## src/rtl/core/cle_pkg.sv

```systemverilog
// ----------------------------------------------------------------------------
// cle_pkg
// Shared types and constants of the command line editor: key codes, result
// kinds, datapath commands and the status passed back to the controller.
// ----------------------------------------------------------------------------
package cle_pkg;

    localparam int LINE_SIZE = 64;
    localparam int ADDR_W    = (LINE_SIZE > 1) ? $clog2(LINE_SIZE) : 1;
    localparam int LEN_W     = 6;
    localparam int KEY_W     = 8;
    localparam int KIND_W    = 2;

    localparam logic [LEN_W-1:0] LEN_MAX = LEN_W'(LINE_SIZE - 1);

    localparam logic [KEY_W-1:0] KEY_NUL       = 8'h00;
    localparam logic [KEY_W-1:0] KEY_HIST_UP   = 8'h01;
    localparam logic [KEY_W-1:0] KEY_HIST_DOWN = 8'h02;
    localparam logic [KEY_W-1:0] KEY_LEFT      = 8'h03;
    localparam logic [KEY_W-1:0] KEY_RIGHT     = 8'h04;
    localparam logic [KEY_W-1:0] KEY_BACKSPACE = 8'h08;
    localparam logic [KEY_W-1:0] KEY_ENTER     = 8'h0A;

    localparam logic [KIND_W-1:0] KIND_STATUS = 2'd0;
    localparam logic [KIND_W-1:0] KIND_CHAR   = 2'd1;
    localparam logic [KIND_W-1:0] KIND_EMPTY  = 2'd2;

    typedef enum logic [2:0] {
        KC_NOP,
        KC_CHAR,
        KC_ENTER,
        KC_BKSP,
        KC_LEFT,
        KC_RIGHT
    } key_class_t;

    typedef enum logic [3:0] {
        CMD_NONE,
        CMD_INS_START,
        CMD_SHR_STEP,
        CMD_INS_PUT,
        CMD_DEL_START,
        CMD_SHL_STEP,
        CMD_DEL_DONE,
        CMD_LEFT,
        CMD_RIGHT,
        CMD_COMMIT_START,
        CMD_COMMIT_RD,
        CMD_EMIT_CHAR,
        CMD_EMIT_STATUS,
        CMD_EMIT_EMPTY
    } cmd_t;

    typedef struct packed {
        key_class_t key_class;
        logic       len_zero;
        logic       cur_zero;
        logic       cur_at_end;
        logic       line_full;
        logic       shr_done;
        logic       shl_done;
        logic       commit_last;
        logic       out_free;
    } cle_stat_t;

endpackage

```

## src/rtl/core/cle_dpath.sv

```systemverilog
// ----------------------------------------------------------------------------
// cle_dpath
// Line store, length, cursor, walk index and output register. Executes one
// command from the controller per cycle.
// ----------------------------------------------------------------------------
module cle_dpath
    import cle_pkg::*;
(
    input  logic                  clk,
    input  logic                  rst_n,
    input  logic [KEY_W-1:0]      key,
    input  cmd_t                  cmd,
    output cle_stat_t             stat,
    output logic                  out_valid,
    input  logic                  out_stall,
    output logic [KIND_W-1:0]     kind,
    output logic [KEY_W-1:0]      char_out,
    output logic [LEN_W-1:0]      length_now,
    output logic [LEN_W-1:0]      cursor_now,
    output logic                  last
);

    logic [KEY_W-1:0]  mem [LINE_SIZE];

    logic [KEY_W-1:0]  key_reg;
    logic [LEN_W-1:0]  len_reg, len_next;
    logic [LEN_W-1:0]  cur_reg, cur_next;
    logic [LEN_W-1:0]  idx_reg, idx_next;
    logic [KEY_W-1:0]  rd_data_reg;
    logic              wb_pend_reg, wb_pend_next;
    logic [LEN_W-1:0]  wb_addr_reg, wb_addr_next;

    logic              out_valid_reg, out_valid_next;
    logic [KIND_W-1:0] kind_reg;
    logic [KEY_W-1:0]  char_reg;
    logic [LEN_W-1:0]  lenout_reg;
    logic [LEN_W-1:0]  curout_reg;
    logic              last_reg;

    logic              rd_en;
    logic [LEN_W-1:0]  rd_addr;
    logic              wr_en;
    logic [LEN_W-1:0]  wr_addr;
    logic [KEY_W-1:0]  wr_data;
    logic              out_load;
    logic [LEN_W:0]    idx_inc;
    logic [LEN_W-1:0]  idx_dec;
    key_class_t        key_class;

    assign idx_inc = {1'b0, idx_reg} + {{LEN_W{1'b0}}, 1'b1};
    assign idx_dec = idx_reg - LEN_W'(1);

    always_comb
    begin
        case (key)
            KEY_ENTER:                       key_class = KC_ENTER;
            KEY_BACKSPACE:                   key_class = KC_BKSP;
            KEY_LEFT:                        key_class = KC_LEFT;
            KEY_RIGHT:                       key_class = KC_RIGHT;
            KEY_NUL, KEY_HIST_UP, KEY_HIST_DOWN: key_class = KC_NOP;
            default:                         key_class = KC_CHAR;
        endcase
    end

    assign stat.key_class   = key_class;
    assign stat.len_zero    = (len_reg == '0);
    assign stat.cur_zero    = (cur_reg == '0);
    assign stat.cur_at_end  = (cur_reg == len_reg);
    assign stat.line_full   = (len_reg >= LEN_MAX);
    assign stat.shr_done    = (idx_reg == cur_reg);
    assign stat.shl_done    = (idx_inc >= {1'b0, len_reg});
    assign stat.commit_last = (idx_inc == {1'b0, len_reg});
    assign stat.out_free    = !out_valid_reg || !out_stall;

    // read port and walk index
    always_comb
    begin
        rd_en        = 1'b0;
        rd_addr      = idx_reg;
        idx_next     = idx_reg;
        len_next     = len_reg;
        cur_next     = cur_reg;
        wb_pend_next = 1'b0;
        wb_addr_next = wb_addr_reg;
        out_load     = 1'b0;
        case (cmd)
            CMD_INS_START:    idx_next = len_reg;
            CMD_SHR_STEP:
            begin
                rd_en        = 1'b1;
                rd_addr      = idx_dec;
                wb_pend_next = 1'b1;
                wb_addr_next = idx_reg;
                idx_next     = idx_dec;
            end
            CMD_INS_PUT:
            begin
                len_next = len_reg + LEN_W'(1);
                cur_next = cur_reg + LEN_W'(1);
            end
            CMD_DEL_START:    idx_next = cur_reg - LEN_W'(1);
            CMD_SHL_STEP:
            begin
                rd_en        = 1'b1;
                rd_addr      = idx_inc[LEN_W-1:0];
                wb_pend_next = 1'b1;
                wb_addr_next = idx_reg;
                idx_next     = idx_inc[LEN_W-1:0];
            end
            CMD_DEL_DONE:
            begin
                len_next = len_reg - LEN_W'(1);
                cur_next = cur_reg - LEN_W'(1);
            end
            CMD_LEFT:         cur_next = cur_reg - LEN_W'(1);
            CMD_RIGHT:        cur_next = cur_reg + LEN_W'(1);
            CMD_COMMIT_START: idx_next = '0;
            CMD_COMMIT_RD:    rd_en = 1'b1;
            CMD_EMIT_CHAR:
            begin
                out_load = 1'b1;
                // prefetch the next character while this one goes out
                rd_en    = 1'b1;
                rd_addr  = idx_inc[LEN_W-1:0];
                idx_next = idx_inc[LEN_W-1:0];
                if (stat.commit_last)
                begin
                    len_next = '0;
                    cur_next = '0;
                end
            end
            CMD_EMIT_STATUS:  out_load = 1'b1;
            CMD_EMIT_EMPTY:   out_load = 1'b1;
            default:          ;
        endcase
    end

    // a pending shift write always wins; the inserted key goes in after the drain
    assign wr_en   = wb_pend_reg || (cmd == CMD_INS_PUT);
    assign wr_addr = wb_pend_reg ? wb_addr_reg : cur_reg;
    assign wr_data = wb_pend_reg ? rd_data_reg : key_reg;

    always_ff @(posedge clk)
    begin
        if (wr_en)
        begin
            mem[wr_addr[ADDR_W-1:0]] <= wr_data;
        end
    end

    always_ff @(posedge clk)
    begin
        if (rd_en)
        begin
            rd_data_reg <= mem[rd_addr[ADDR_W-1:0]];
        end
    end

    always_ff @(posedge clk)
    begin
        if (cmd == CMD_INS_START)
        begin
            key_reg <= key;
        end
        wb_addr_reg <= wb_addr_next;
        idx_reg     <= idx_next;
    end

    always_ff @(posedge clk or negedge rst_n)
    begin
        if (!rst_n)
        begin
            len_reg       <= '0;
            cur_reg       <= '0;
            wb_pend_reg   <= 1'b0;
            out_valid_reg <= 1'b0;
        end
        else
        begin
            len_reg       <= len_next;
            cur_reg       <= cur_next;
            wb_pend_reg   <= wb_pend_next;
            out_valid_reg <= out_valid_next;
        end
    end

    always_comb
    begin
        if (out_load)
        begin
            out_valid_next = 1'b1;
        end
        else if (out_stall)
        begin
            out_valid_next = out_valid_reg;
        end
        else
        begin
            out_valid_next = 1'b0;
        end
    end

    always_ff @(posedge clk)
    begin
        if (out_load)
        begin
            case (cmd)
                CMD_EMIT_CHAR:
                begin
                    kind_reg   <= KIND_CHAR;
                    char_reg   <= rd_data_reg;
                    lenout_reg <= '0;
                    curout_reg <= '0;
                    last_reg   <= stat.commit_last;
                end
                CMD_EMIT_EMPTY:
                begin
                    kind_reg   <= KIND_EMPTY;
                    char_reg   <= '0;
                    lenout_reg <= '0;
                    curout_reg <= '0;
                    last_reg   <= 1'b1;
                end
                default:
                begin
                    kind_reg   <= KIND_STATUS;
                    char_reg   <= '0;
                    lenout_reg <= len_reg;
                    curout_reg <= cur_reg;
                    last_reg   <= 1'b1;
                end
            endcase
        end
    end

    assign out_valid  = out_valid_reg;
    assign kind       = kind_reg;
    assign char_out   = char_reg;
    assign length_now = lenout_reg;
    assign cursor_now = curout_reg;
    assign last       = last_reg;

`ifndef SYNTHESIS
    a_cur_in_line: assert property (@(posedge clk) disable iff (!rst_n)
        cur_reg <= len_reg)
        else $error("cursor beyond line length");

    a_len_bound: assert property (@(posedge clk) disable iff (!rst_n)
        len_reg <= LEN_MAX)
        else $error("line length beyond capacity");

    a_no_wr_clash: assert property (@(posedge clk) disable iff (!rst_n)
        !(wb_pend_reg && cmd == CMD_INS_PUT))
        else $error("key write collides with shift write");

    a_no_overwrite: assert property (@(posedge clk) disable iff (!rst_n)
        out_load |-> (!out_valid_reg || !out_stall))
        else $error("result register overwritten while stalled");
`endif

endmodule

```

## src/rtl/core/cle_ctrl.sv

```systemverilog
// ----------------------------------------------------------------------------
// cle_ctrl
// Editor sequencer: decodes the accepted key and steps the datapath through
// insert, delete and commit walks, then issues the result beats.
// ----------------------------------------------------------------------------
module cle_ctrl
    import cle_pkg::*;
(
    input  logic      clk,
    input  logic      rst_n,
    input  logic      in_valid,
    output logic      in_stall,
    input  cle_stat_t stat,
    output cmd_t      cmd
);

    typedef enum logic [7:0] {
        S_IDLE       = 8'b0000_0001,
        S_SHR        = 8'b0000_0010,
        S_PUT        = 8'b0000_0100,
        S_SHL        = 8'b0000_1000,
        S_COMMIT_RD  = 8'b0001_0000,
        S_COMMIT_OUT = 8'b0010_0000,
        S_STATUS     = 8'b0100_0000,
        S_EMPTY      = 8'b1000_0000
    } state_t;

    state_t state_reg, state_next;

    assign in_stall = (state_reg != S_IDLE);

    always_comb
    begin
        state_next = state_reg;
        cmd        = CMD_NONE;
        case (state_reg)
            S_IDLE:
            begin
                if (in_valid)
                begin
                    state_next = S_STATUS;
                    case (stat.key_class)
                        KC_ENTER:
                        begin
                            if (stat.len_zero)
                            begin
                                state_next = S_EMPTY;
                            end
                            else
                            begin
                                cmd        = CMD_COMMIT_START;
                                state_next = S_COMMIT_RD;
                            end
                        end
                        KC_BKSP:
                        begin
                            if (!stat.cur_zero)
                            begin
                                cmd        = CMD_DEL_START;
                                state_next = S_SHL;
                            end
                        end
                        KC_LEFT:
                        begin
                            if (!stat.cur_zero)
                            begin
                                cmd = CMD_LEFT;
                            end
                        end
                        KC_RIGHT:
                        begin
                            if (!stat.cur_at_end)
                            begin
                                cmd = CMD_RIGHT;
                            end
                        end
                        KC_CHAR:
                        begin
                            if (!stat.line_full)
                            begin
                                cmd        = CMD_INS_START;
                                state_next = S_SHR;
                            end
                        end
                        default: ;
                    endcase
                end
            end
            S_SHR:
            begin
                // last shift write drains on the exit cycle
                if (stat.shr_done)
                begin
                    state_next = S_PUT;
                end
                else
                begin
                    cmd = CMD_SHR_STEP;
                end
            end
            S_PUT:
            begin
                cmd        = CMD_INS_PUT;
                state_next = S_STATUS;
            end
            S_SHL:
            begin
                if (stat.shl_done)
                begin
                    cmd        = CMD_DEL_DONE;
                    state_next = S_STATUS;
                end
                else
                begin
                    cmd = CMD_SHL_STEP;
                end
            end
            S_COMMIT_RD:
            begin
                cmd        = CMD_COMMIT_RD;
                state_next = S_COMMIT_OUT;
            end
            S_COMMIT_OUT:
            begin
                if (stat.out_free)
                begin
                    cmd = CMD_EMIT_CHAR;
                    if (stat.commit_last)
                    begin
                        state_next = S_IDLE;
                    end
                end
            end
            S_STATUS:
            begin
                if (stat.out_free)
                begin
                    cmd        = CMD_EMIT_STATUS;
                    state_next = S_IDLE;
                end
            end
            S_EMPTY:
            begin
                if (stat.out_free)
                begin
                    cmd        = CMD_EMIT_EMPTY;
                    state_next = S_IDLE;
                end
            end
            default:
            begin
                state_next = S_IDLE;
            end
        endcase
    end

    always_ff @(posedge clk or negedge rst_n)
    begin
        if (!rst_n)
        begin
            state_reg <= S_IDLE;
        end
        else
        begin
            state_reg <= state_next;
        end
    end

endmodule

```

## src/rtl/core/command_line_editor_top.sv

```systemverilog
// ----------------------------------------------------------------------------
// command_line_editor_top
// Line editing buffer with cursor: insert, backspace, cursor moves, commit.
// ----------------------------------------------------------------------------
// One key byte is taken per beat. Edits, cursor moves and ignored keys give one status beat
// with the new length and cursor; enter gives one beat per stored character
// (last set on the final one), or one empty-line beat, and clears the line.
// The line store is a single-write, single-read memory walked one entry per
// cycle; the commit walk waits while the output register is stalled. The key
// after a result may be taken while that result still sits in the output
// register.
module command_line_editor_top
    import cle_pkg::*;
(
    input  logic              clk,
    input  logic              rst_n,
    input  logic              in_valid,
    output logic              in_stall,
    input  logic [KEY_W-1:0]  key,
    output logic              out_valid,
    input  logic              out_stall,
    output logic [KIND_W-1:0] kind,
    output logic [KEY_W-1:0]  char_out,
    output logic [LEN_W-1:0]  length_now,
    output logic [LEN_W-1:0]  cursor_now,
    output logic              last
);

    cmd_t      cmd;
    cle_stat_t stat;

    cle_ctrl u_ctrl (
        .clk      (clk),
        .rst_n    (rst_n),
        .in_valid (in_valid),
        .in_stall (in_stall),
        .stat     (stat),
        .cmd      (cmd)
    );

    cle_dpath u_dpath (
        .clk        (clk),
        .rst_n      (rst_n),
        .key        (key),
        .cmd        (cmd),
        .stat       (stat),
        .out_valid  (out_valid),
        .out_stall  (out_stall),
        .kind       (kind),
        .char_out   (char_out),
        .length_now (length_now),
        .cursor_now (cursor_now),
        .last       (last)
    );

endmodule

```

## config.mk

```make
export PLATFORM = sky130hd
export DESIGN_NAME = command_line_editor_top
export DESIGN_NICKNAME = d
export VERILOG_FILES = /design/src/rtl/core/cle_pkg.sv /design/src/rtl/core/cle_dpath.sv /design/src/rtl/core/cle_ctrl.sv /design/src/rtl/core/command_line_editor_top.sv
export SDC_FILE = /design/constraint.sdc
export NUM_CORES = 1
export LEC_CHECK = 0
export BUFFER_PORTS_ARGS = -buffer_cell sky130_fd_sc_hd__buf_2
export CORE_ASPECT_RATIO = 1.4
export CORE_MARGIN = 1.5
export CORE_UTILIZATION = 50
export CTS_BUF_LIST = sky130_fd_sc_hd__clkbuf_2
export DETAILED_ROUTE_END_ITERATION = 8
export GPL_TIMING_DRIVEN = 0
export HOLD_SLACK_MARGIN = 0.12
export PLACE_DENSITY = 0.68
export SYNTH_ARGS = -nofsm -noshare
export SYNTH_HDL_FRONTEND = slang
export SYNTH_SLANG_ARGS = --single-unit
```

## constraint.sdc

```tcl
create_clock -name clk -period 4.1 [get_ports clk]
set_input_delay 0.82 -clock clk [delete_from_list [all_inputs] [get_ports clk]]
set_output_delay 0.82 -clock clk [all_outputs]
set_load 0.01 [all_outputs]
```

==> flow_results.xml, run 1 <==
<?xml version="1.0" encoding="UTF-8"?>
<metrics>
  <group name="synthesis">
    <metric name="synth-edff-count" unit="">563</metric>
    <metric name="synth_async_sr_flop_share" unit="%">3.76</metric>
    <metric name="seq_area_frac_synth" unit="%">69.3</metric>
    <metric name="synth_nets" unit="">1742</metric>
    <metric name="synth_area" unit="sq um">25200</metric>
    <metric name="synth_cell_type_count" unit="">76</metric>
    <metric name="yosys_most_used_dff" unit="">sky130_fd_sc_hd__edfxtp_1</metric>
    <metric name="postSynthRegisterBits" unit="">585</metric>
    <metric name="syn-instance-count" unit="">1714</metric>
    <metric name="avgSynthCellArea" unit="sq um">14.7</metric>
    <metric name="count_of_synthesis_stage_warnings_from_yosys" unit="">0</metric>
  </group>
  <group name="global_routing">
    <metric name="grt_first_pass_wirelength" unit="um">100000</metric>
    <metric name="first_global_vias" unit="">16700</metric>
    <metric name="grt_remaining_overflow" unit="">0</metric>
    <metric name="globalRouteTotalUtil" unit="%">26.8</metric>
    <metric name="grt_antenna_before_repair" unit="">2</metric>
    <metric name="grt_max_degree" unit="">65</metric>
  </group>
  <group name="final_layout">
    <metric name="multiInputGateArea" unit="sq um">8300</metric>
    <metric name="largest_register_ffs" unit="">512</metric>
    <metric name="area_growth" unit="%">18.5</metric>
    <metric name="nets" unit="">1983</metric>
    <metric name="drive_above_1_share" unit="%">30.8</metric>
    <metric name="fill_cells" unit="">3705</metric>
    <metric name="final-seq-area" unit="sq um">17500</metric>
  </group>
  <group name="setup_path">
    <metric name="critPathRequiredTime" unit="ns">5.06</metric>
    <metric name="worst-endpoint-arrival" unit="ns">5.36</metric>
    <metric name="path_cells" unit="">ha_4 -&gt; nand3_4 -&gt; xnor2_2 -&gt; ha_1 -&gt; a21o_1 -&gt; a21oi_2 -&gt; o31ai_4 -&gt; o31a_4 -&gt; buf_6 -&gt; o22ai_4 -&gt; xnor2_4 -&gt; nor2_2 -&gt; nand2_2 -&gt; nor2_4 -&gt; nor4_4 -&gt; a211o_1</metric>
    <metric name="crit_path_start_kind" unit="">register</metric>
    <metric name="critical-path-top-delay-family" unit="">compound AO/OA/AOI/OAI gates</metric>
    <metric name="worst-path-buf-inv" unit="">1</metric>
    <metric name="critPathMaxStageDelay" unit="ns">0.52</metric>
    <metric name="kind_of_capture_point_of_the_worst_setup_path" unit="">register</metric>
    <metric name="cpMaxStageDelayCell" unit="">sky130_fd_sc_hd__nor4_4</metric>
    <metric name="crit_path_max_fanout" unit="">8</metric>
    <metric name="critical_path_class" unit="">register to register</metric>
  </group>
  <group name="timing">
    <metric name="clock-skew-final" unit="ns">0.0832</metric>
    <metric name="finalCritPeriodShare" unit="%">107</metric>
    <metric name="max_slew_margin" unit="%">7.93</metric>
    <metric name="tightest_slew" unit="ns">1.38</metric>
    <metric name="final_hold_viol_count" unit="">0</metric>
    <metric name="fin_ws" unit="ns">-0.301</metric>
    <metric name="setup_viol" unit="">8</metric>
    <metric name="final_period_minus_worst_setup_slack" unit="ns">4.40</metric>
    <metric name="fmax" unit="MHz">227</metric>
    <metric name="final-max-slew-violation-count" unit="">0</metric>
    <metric name="rsz_0062_raised_after_global_routing" unit="">true</metric>
    <metric name="setup-tns-final" unit="ns">-1.92</metric>
    <metric name="fin_worst_hold_slack" unit="ns">0.340</metric>
  </group>
  <group name="detailed_routing">
    <metric name="vias" unit="">16400</metric>
    <metric name="antenna_violating_nets_post_route" unit="">0</metric>
    <metric name="wire_per_inst" unit="um">25.6</metric>
    <metric name="drt_iter0_markers" unit="">1578</metric>
    <metric name="vias_per_cell" unit="">6.10</metric>
    <metric name="drt_wl_total" unit="um">68900</metric>
    <metric name="post-route-drc-count" unit="">0</metric>
    <metric name="drt_first_pass_iters" unit="">6</metric>
  </group>
  <group name="pwr">
    <metric name="fin_total_pwr" unit="mW">25.6</metric>
    <metric name="p_per_area" unit="nW/um^2">857</metric>
    <metric name="peakVddDrop" unit="mV">0.949</metric>
    <metric name="p_leak" unit="nW">10.2</metric>
  </group>
  <group name="die">
    <metric name="io-pin-count" unit="">37</metric>
    <metric name="fp.coreArea" unit="sq um">49900</metric>
    <metric name="initial_cell_density_of_the_core" unit="%">50.5</metric>
    <metric name="dieHeight" unit="um">269</metric>
    <metric name="placementRows" unit="">97</metric>
    <metric name="fp.dieArea" unit="sq um">51800</metric>
    <metric name="die_w" unit="um">193</metric>
  </group>
  <group name="cts">
    <metric name="cts.sinks" unit="">585</metric>
    <metric name="clock-root-buffer" unit="">sky130_fd_sc_hd__clkbuf_2</metric>
    <metric name="number_of_buffers_added_by_the_clock_tree_synthesis_step" unit="">137</metric>
    <metric name="clk_transition_reported_paths" unit="ns">0.10</metric>
    <metric name="clock_latency" unit="ns">1.17</metric>
    <metric name="cts_tree" unit="">done</metric>
    <metric name="cts_htree_levels" unit="">4</metric>
    <metric name="cts-root-to-sink-buffers" unit="">3</metric>
  </group>
  <group name="placement">
    <metric name="place_hpwl" unit="um">44500</metric>
    <metric name="routabilityCongestion" unit="">0.952</metric>
    <metric name="port_buffer_cells" unit="">36</metric>
  </group>
  <group name="run_status">
    <metric name="run_status" unit="">finished with violations</metric>
    <metric name="violations" unit="">setup timing</metric>
  </group>
  <group name="run">
    <metric name="cap_viol_max_count" unit="">0</metric>
  </group>
  <group name="worst_hold_path">
    <metric name="holdCritPathClass" unit="">input port to register</metric>
  </group>
</metrics>
==> per-stage QoR <==
step / area, sq um / util [%] / worst slack (ns) / cells
5_1_grt: 29800 / 59.8 / -0.322 / 2688
3_3_place_gp: 26200 / 52.5 / -1.40 / 2393
2_1_floorplan: 25200 / - / 0.0542 / 1714
6_report: 29800 / 59.8 / -0.301 / 2688
4_1_cts: 29200 / 58.6 / -0.0987 / 2674
3_5_place_dp: 26200 / 52.5 / -1.49 / 2395
==> layer usage <==
layer	part of all wire [%]	GRT usage (%)	wire length (um)	vias up
li1	-	-	-	7214
met5	0	0	0	-
met3	7.2	4.82	4990	241
met4	6.6	17.9	4520	0
met1	35	30.4	24400	8096
met2	51	46.2	35100	850
==> tightest hold or removal path, delay by kind of cell <==
| family | cells | cell delay [ns] |
|---|---|---|
| buffers and inverters | 1 | 0.13 |
| and+or+nand+nor | 1 | 0.17 |
| AOI/OAI and AO/OA | 1 | 0.32 |
==> kinds of logic after synthesis <==
family / Yosys count / share of synthesized area [%]
flip-flops: 585 / 69.3
AND/OR/NAND/NOR: 456 / 8.22
AO/OA/AOI/OAI: 366 / 10.5
buffers and inverters: 130 / 2.83
multiplexers: 129 / 7.19
XOR/XNOR: 32 / 1.19
adder cells (fa/ha/maj): 16 / 0.824
==> where the power goes <==
group / total (mW) / switching [mW] / internal [mW]
Combinational: 14.0 / 8.69 / 5.34
Clock: 3.59 / 2.22 / 1.37
Sequential: 7.95 / 0.192 / 7.76
==> final cells by class <==
type                       count  share of cell area [%]
inverter                      25                   0.323
antenna                        1                 0.00838
buffer                       103                    3.48
clock buffer                 191                    3.20
clock inverter                37                   0.662
tap                          643                    2.70
timing repair buffer         104                    3.31
multi-input combinational    999                    27.8
sequential                   585                    58.5
==> cell usage in the layout, fill, tap and decap left out, types with 10 or more instances in the layout <==
| cell type | count |
|---|---|
| sky130_fd_sc_hd__buf_8 | 11 |
| sky130_fd_sc_hd__clkbuf_2 | 194 |
| sky130_fd_sc_hd__o21ai_0 | 23 |
| sky130_fd_sc_hd__buf_2 | 45 |
| sky130_fd_sc_hd__a211oi_1 | 32 |
| sky130_fd_sc_hd__o21ai_1 | 21 |
| sky130_fd_sc_hd__nor2_2 | 11 |
| sky130_fd_sc_hd__a21boi_1 | 21 |
| sky130_fd_sc_hd__mux2i_1 | 70 |
| sky130_fd_sc_hd__nand3_1 | 52 |
| sky130_fd_sc_hd__buf_12 | 21 |
| sky130_fd_sc_hd__xnor2_1 | 13 |
| sky130_fd_sc_hd__buf_6 | 28 |
| sky130_fd_sc_hd__a311oi_1 | 19 |
| sky130_fd_sc_hd__clkbuf_1 | 16 |
| sky130_fd_sc_hd__a22oi_1 | 10 |
| sky130_fd_sc_hd__xor2_1 | 13 |
| sky130_fd_sc_hd__inv_1 | 23 |
| sky130_fd_sc_hd__o21ai_2 | 19 |
| sky130_fd_sc_hd__and2_1 | 10 |
| sky130_fd_sc_hd__dfrtp_1 | 21 |
| sky130_fd_sc_hd__ha_1 | 12 |
| sky130_fd_sc_hd__a311oi_2 | 22 |
| sky130_fd_sc_hd__a21boi_0 | 47 |
| sky130_fd_sc_hd__edfxtp_1 | 563 |
| sky130_fd_sc_hd__nor2_1 | 103 |
| sky130_fd_sc_hd__o211ai_1 | 15 |
| sky130_fd_sc_hd__a211oi_2 | 33 |
| sky130_fd_sc_hd__mux2_2 | 10 |
| sky130_fd_sc_hd__clkinv_1 | 29 |
| sky130_fd_sc_hd__a21oi_1 | 17 |
| sky130_fd_sc_hd__a21oi_2 | 10 |
| sky130_fd_sc_hd__nand2_1 | 174 |
| sky130_fd_sc_hd__dlygate4sd3_1 | 12 |
| sky130_fd_sc_hd__buf_4 | 51 |
| sky130_fd_sc_hd__nand3_2 | 12 |
| sky130_fd_sc_hd__a211o_1 | 10 |
| sky130_fd_sc_hd__mux4_2 | 40 |
==> synth_stat cells, types with 3 or more instances <==
master / count / share of area [%]
sky130_fd_sc_hd__edfxtp_1: 563 / 67
sky130_fd_sc_hd__nand2_1: 183 / 2.7
sky130_fd_sc_hd__nor2_1: 119 / 1.8
sky130_fd_sc_hd__mux2i_1: 74 / 2.9
sky130_fd_sc_hd__a211oi_1: 72 / 2.1
sky130_fd_sc_hd__nand3_1: 66 / 1.3
sky130_fd_sc_hd__a21boi_0: 62 / 1.8
sky130_fd_sc_hd__o21ai_0: 49 / 0.97
sky130_fd_sc_hd__a311oi_1: 48 / 1.7
sky130_fd_sc_hd__mux4_2: 40 / 3.6
sky130_fd_sc_hd__buf_2: 38 / 0.75
sky130_fd_sc_hd__clkbuf_1: 36 / 0.54
sky130_fd_sc_hd__a21oi_1: 29 / 0.58
sky130_fd_sc_hd__inv_1: 25 / 0.37
sky130_fd_sc_hd__dfrtp_1: 21 / 2.1
sky130_fd_sc_hd__xnor2_1: 16 / 0.56
sky130_fd_sc_hd__ha_1: 15 / 0.74
sky130_fd_sc_hd__mux2_2: 15 / 0.67
sky130_fd_sc_hd__o211ai_1: 15 / 0.45
sky130_fd_sc_hd__xor2_1: 15 / 0.52
sky130_fd_sc_hd__buf_6: 14 / 0.63
sky130_fd_sc_hd__nor4_1: 14 / 0.35
sky130_fd_sc_hd__o21ai_1: 14 / 0.28
sky130_fd_sc_hd__buf_4: 13 / 0.39
sky130_fd_sc_hd__o22ai_1: 11 / 0.27
sky130_fd_sc_hd__a211o_1: 10 / 0.35
sky130_fd_sc_hd__a22oi_1: 10 / 0.30
sky130_fd_sc_hd__and2_1: 10 / 0.25
sky130_fd_sc_hd__nor3_1: 9 / 0.18
sky130_fd_sc_hd__a21boi_1: 8 / 0.24
sky130_fd_sc_hd__nor2b_1: 8 / 0.20
sky130_fd_sc_hd__a21o_1: 7 / 0.21
sky130_fd_sc_hd__and3_1: 7 / 0.17
sky130_fd_sc_hd__nand2b_1: 7 / 0.17
sky130_fd_sc_hd__a22o_1: 6 / 0.21
sky130_fd_sc_hd__nand4_1: 5 / 0.12
sky130_fd_sc_hd__a31oi_1: 4 / 0.099
sky130_fd_sc_hd__or3_1: 4 / 0.099
sky130_fd_sc_hd__nor3b_1: 3 / 0.089
sky130_fd_sc_hd__o32ai_1: 3 / 0.10
==> final timing paths <==
path                                                    from                               end  slack [ns]  depth (start not counted)
worst max-delay path            u_dpath.idx_reg[1]$_DFFE_PP_  u_dpath.rd_data_reg[4]$_DFFE_PP_       -0.30                         16
worst min-delay path                                in_valid   u_ctrl.state_reg[2]$_DFFE_PN0P_        0.34                          3
worst max register to register  u_dpath.idx_reg[1]$_DFFE_PP_  u_dpath.rd_data_reg[4]$_DFFE_PP_       -0.30                         16
worst min register to register  u_dpath.idx_reg[3]$_DFFE_PP_  u_dpath.wb_addr_reg[3]$_DFFE_PP_        0.49                          0
max in group asynchronous                              rst_n    u_dpath.len_reg[0]$_DFFE_PN0P_        2.22                          4
min in group asynchronous                              rst_n    u_dpath.cur_reg[2]$_DFFE_PN0P_        0.66                          3
==> what timing repair did <==
action                                  CTS  global route
cloned                                    4             4
buffers inserted                         37             9
resized for setup                       326           101
endpoints found under the setup margin   44            26
pin swaps                                70            71
hold buffers                             12             0
hold endpoints to repair                 33             0
No activity file was read; power rests on OpenSTA's default activity.
==> inputs of run 2 (changes only) <==
ABC_AREA = 1   (was unset)
==> run 2 against run 1 <==
- the run now ends clean
- synthesized cell count increased by 60%
- global-route usage grew 2.3 points
- worst setup slack better by 0.38 ns
- critical path type unchanged
- highest routed layer unchanged
==> flow_results.xml, run 2 <==
<?xml version="1.0" encoding="UTF-8"?>
<metrics>
  <group name="pwr">
    <metric name="p_leak" unit="nW">13.3</metric>
    <metric name="fin_total_pwr" unit="mW">14.2</metric>
    <metric name="peakVddDrop" unit="mV">0.296</metric>
    <metric name="p_per_area" unit="nW/um^2">473</metric>
  </group>
  <group name="detailed_routing">
    <metric name="drt_iter0_markers" unit="">1917</metric>
    <metric name="vias" unit="">20000</metric>
    <metric name="wire_per_inst" unit="um">20.8</metric>
    <metric name="drt_wl_total" unit="um">78400</metric>
    <metric name="drt_first_pass_iters" unit="">7</metric>
    <metric name="post-route-drc-count" unit="">0</metric>
    <metric name="vias_per_cell" unit="">5.32</metric>
    <metric name="antenna_violating_nets_post_route" unit="">0</metric>
  </group>
  <group name="setup_path">
    <metric name="critical-path-top-delay-family" unit="">simple AND/OR/NAND/NOR gates</metric>
    <metric name="crit_path_max_fanout" unit="">10</metric>
    <metric name="worstRegToRegCells" unit="">23</metric>
    <metric name="kind_of_capture_point_of_the_worst_setup_path" unit="">register</metric>
    <metric name="critPathRequiredTime" unit="ns">5.01</metric>
    <metric name="rr_endpoint" unit="">u_dpath.rd_data_reg[3]$_DFFE_PP_</metric>
    <metric name="path_cells" unit="">clkbuf_4 -&gt; inv_1 -&gt; nor3_2 -&gt; xor2_1 -&gt; ha_1 -&gt; nand2_1 -&gt; nor2_1 -&gt; nor2_1 -&gt; nand2_1 -&gt; inv_2 -&gt; nand3_4 -&gt; nand3_4 -&gt; nand2_4 -&gt; nand2_2 -&gt; buf_4 -&gt; buf_4 -&gt; nand2_1 -&gt; nand3_1 -&gt; nand3_1 -&gt; nand3_1 -&gt; nand3_1 -&gt; nand3_1 -&gt; nand2_2</metric>
    <metric name="crit_top_cell" unit="">sky130_fd_sc_hd__nand3_1</metric>
    <metric name="critical_path_class" unit="">register to register</metric>
    <metric name="r2r_setup_slack" unit="ns">0.08</metric>
    <metric name="crit_path_start_kind" unit="">register</metric>
    <metric name="worst-path-buf-inv" unit="">5</metric>
    <metric name="crit_start" unit="">u_dpath.idx_reg[3]$_DFFE_PP_</metric>
    <metric name="cp_num_cells" unit="">23</metric>
    <metric name="worst-endpoint-arrival" unit="ns">4.93</metric>
    <metric name="cpMaxStageDelayCell" unit="">sky130_fd_sc_hd__edfxtp_1</metric>
    <metric name="critPathMaxStageDelay" unit="ns">0.37</metric>
    <metric name="regToRegStartpoint" unit="">u_dpath.idx_reg[3]$_DFFE_PP_</metric>
  </group>
  <group name="timing">
    <metric name="setup-tns-final" unit="ns">0</metric>
    <metric name="final_hold_viol_count" unit="">0</metric>
    <metric name="final-max-slew-violation-count" unit="">0</metric>
    <metric name="fmax" unit="MHz">249</metric>
    <metric name="setup_viol" unit="">0</metric>
    <metric name="fin_ws" unit="ns">0.0809</metric>
    <metric name="clock-skew-final" unit="ns">0.0875</metric>
    <metric name="rsz_0062_raised_after_global_routing" unit="">false</metric>
    <metric name="final_period_minus_worst_setup_slack" unit="ns">4.02</metric>
    <metric name="finalCritPeriodShare" unit="%">98.0</metric>
    <metric name="tightest_slew" unit="ns">1.14</metric>
    <metric name="max_slew_margin" unit="%">23.6</metric>
  </group>
  <group name="global_routing">
    <metric name="grt_first_pass_wirelength" unit="um">116000</metric>
    <metric name="first_global_vias" unit="">19800</metric>
    <metric name="grt_antenna_before_repair" unit="">2</metric>
    <metric name="grt_max_degree" unit="">37</metric>
    <metric name="grt_remaining_overflow" unit="">0</metric>
    <metric name="globalRouteTotalUtil" unit="%">29.2</metric>
  </group>
  <group name="synthesis">
    <metric name="yosys_most_used_dff" unit="">sky130_fd_sc_hd__edfxtp_1</metric>
    <metric name="synth.top_cell.area_share" unit="%">62.9</metric>
    <metric name="synth_commonest_cells" unit="">sky130_fd_sc_hd__nand2_1 (733), sky130_fd_sc_hd__edfxtp_1 (563), sky130_fd_sc_hd__inv_1 (505), sky130_fd_sc_hd__nand3_1 (495), sky130_fd_sc_hd__nor2_1 (147)</metric>
    <metric name="count_of_synthesis_stage_warnings_from_yosys" unit="">0</metric>
    <metric name="synth_async_sr_flop_share" unit="%">3.76</metric>
    <metric name="synth_area" unit="sq um">26900</metric>
    <metric name="syn-instance-count" unit="">2743</metric>
    <metric name="yosysTopAreaCell" unit="">sky130_fd_sc_hd__edfxtp_1</metric>
    <metric name="post-synth-top-count-cell" unit="">sky130_fd_sc_hd__nand2_1</metric>
    <metric name="seq_area_frac_synth" unit="%">64.9</metric>
    <metric name="synth-edff-count" unit="">563</metric>
    <metric name="synth_cell_type_count" unit="">46</metric>
    <metric name="synth_nets" unit="">2771</metric>
    <metric name="postSynthRegisterBits" unit="">585</metric>
    <metric name="avgSynthCellArea" unit="sq um">9.80</metric>
    <metric name="post_synth_main_area_contributors" unit="">sky130_fd_sc_hd__edfxtp_1 (63%), sky130_fd_sc_hd__nand2_1 (10%), sky130_fd_sc_hd__nand3_1 (9.2%), sky130_fd_sc_hd__inv_1 (7.0%), sky130_fd_sc_hd__nor2_1 (2.1%)</metric>
  </group>
  <group name="cts">
    <metric name="clk_transition_reported_paths" unit="ns">0.12</metric>
    <metric name="cts_tree" unit="">done</metric>
    <metric name="cts_htree_levels" unit="">4</metric>
    <metric name="cts.sinks" unit="">585</metric>
    <metric name="clock-root-buffer" unit="">sky130_fd_sc_hd__clkbuf_2</metric>
    <metric name="clock_latency" unit="ns">1.19</metric>
    <metric name="number_of_buffers_added_by_the_clock_tree_synthesis_step" unit="">136</metric>
    <metric name="cts-root-to-sink-buffers" unit="">3</metric>
  </group>
  <group name="placement">
    <metric name="port_buffer_cells" unit="">36</metric>
    <metric name="pre_cts_ws" unit="ns">-0.709</metric>
    <metric name="place_hpwl" unit="um">55400</metric>
    <metric name="routabilityCongestion" unit="">0.993</metric>
  </group>
  <group name="worst_hold_path">
    <metric name="holdCritPathClass" unit="">input port to register</metric>
    <metric name="worstHoldStart" unit="">key[6]</metric>
    <metric name="holdPathStages" unit="">2</metric>
    <metric name="timing.hold.worst_endpoint" unit="">u_dpath.key_reg[6]$_DFFE_PP_</metric>
  </group>
  <group name="run">
    <metric name="cap_viol_max_count" unit="">0</metric>
  </group>
  <group name="run_status">
    <metric name="run_status" unit="">finished, final reports clean</metric>
  </group>
  <group name="die">
    <metric name="fp.coreArea" unit="sq um">53200</metric>
    <metric name="placementRows" unit="">100</metric>
    <metric name="die_w" unit="um">199</metric>
    <metric name="io-pin-count" unit="">37</metric>
    <metric name="initial_cell_density_of_the_core" unit="%">50.6</metric>
    <metric name="fp.dieArea" unit="sq um">55200</metric>
    <metric name="dieHeight" unit="um">277</metric>
  </group>
  <group name="final_layout">
    <metric name="final-seq-area" unit="sq um">17500</metric>
    <metric name="drive_above_1_share" unit="%">14.4</metric>
    <metric name="multiInputGateArea" unit="sq um">7070</metric>
    <metric name="area_growth" unit="%">11.9</metric>
    <metric name="final_common_cell" unit="">sky130_fd_sc_hd__nand2_1</metric>
    <metric name="fill_cells" unit="">4559</metric>
    <metric name="nets" unit="">2979</metric>
    <metric name="most_used_cells_in_the_layout_excluding_fill_and_tap_cells" unit="">sky130_fd_sc_hd__nand2_1 (728), sky130_fd_sc_hd__edfxtp_1 (563), sky130_fd_sc_hd__inv_1 (505), sky130_fd_sc_hd__nand3_1 (491), sky130_fd_sc_hd__clkbuf_2 (196)</metric>
    <metric name="largest_register_ffs" unit="">512</metric>
  </group>
</metrics>
run 2: cell count changes after synthesis, sizes merged, moves of 31 or more:
cell,change
nand2,+556
inv,+490
nand3,+431
mux2i,-74
a211oi,-73
a21boi,-68
a311oi,-48
mux4,-40
nor2,+34
o21ai,-31
run 2: timing repair:
action                     4_1_cts  5_1_grt
hold buffers                    13        0
resized for setup               41       53
buffers inserted                 3        3
hold endpoints to repair        36        0
pin swaps                        0        2
setup endpoints to repair        8        8
run 2: cell type report:
type                    instances  area share, %
well taps                     714           2.97
clock buffers                 189           3.14
plain buffers                 115           2.53
flip-flops and latches        585           58.0
multi-input cells            1526           23.5
repair buffers                 70           2.25
inverters                     517           6.46
diodes                          3         0.0249
clock inverters                48           1.12
run 2: worst max path at each step:
stage / to / slack (ns)
after floorplan: u_dpath.mem[0][4]$_DFFE_PP_ / 0.0006
after global placement: u_dpath.mem[57][1]$_DFFE_PP_ / -5.03
after detailed placement: u_dpath.rd_data_reg[2]$_DFFE_PP_ / -0.71
after CTS: u_dpath.rd_data_reg[2]$_DFFE_PP_ / -0.01
after global routing: u_dpath.rd_data_reg[4]$_DFFE_PP_ / 0.02
final: u_dpath.rd_data_reg[3]$_DFFE_PP_ / 0.08
run 2: report_power, final:
part | internal [mW] | switching (mW) | total (mW)
Sequential | 6.64 | 0.0809 | 6.72
Clock | 1.57 | 2.34 | 3.90
Combinational | 1.03 | 2.59 | 3.62
run 2: cells by family (layout without fill, tap and decap cells):
family,after synthesis,count (layout),synth area share (%)
XOR/XNOR,16,16,0.521
flip-flops,585,585,64.9
buffers and inverters,632,939,9.40
AND/OR/NAND/NOR,1430,1430,23.0
other,0,3,0
adder cells (fa/ha/maj),16,16,0.772
AO/OA/AOI/OAI,64,64,1.39
run 2: layer usage:
layer	track usage [%]	part of all wire, %
met1	32.8	36
met2	50.4	51
met3	5.24	7.2
met4	19.1	6.6
met5	0	0
run 2: per-stage QoR:
stage               instances  util, %  area, sq um  hold WS (ns)
floorplan                2743        -        26900         0.421
global placement         3493     52.6        28000         0.432
detailed placement       3508     53.4        28400         0.434
CTS                      3761     56.3        29900         0.255
global route             3767     56.6        30100         0.292
finish                   3767     56.6        30100         0.360
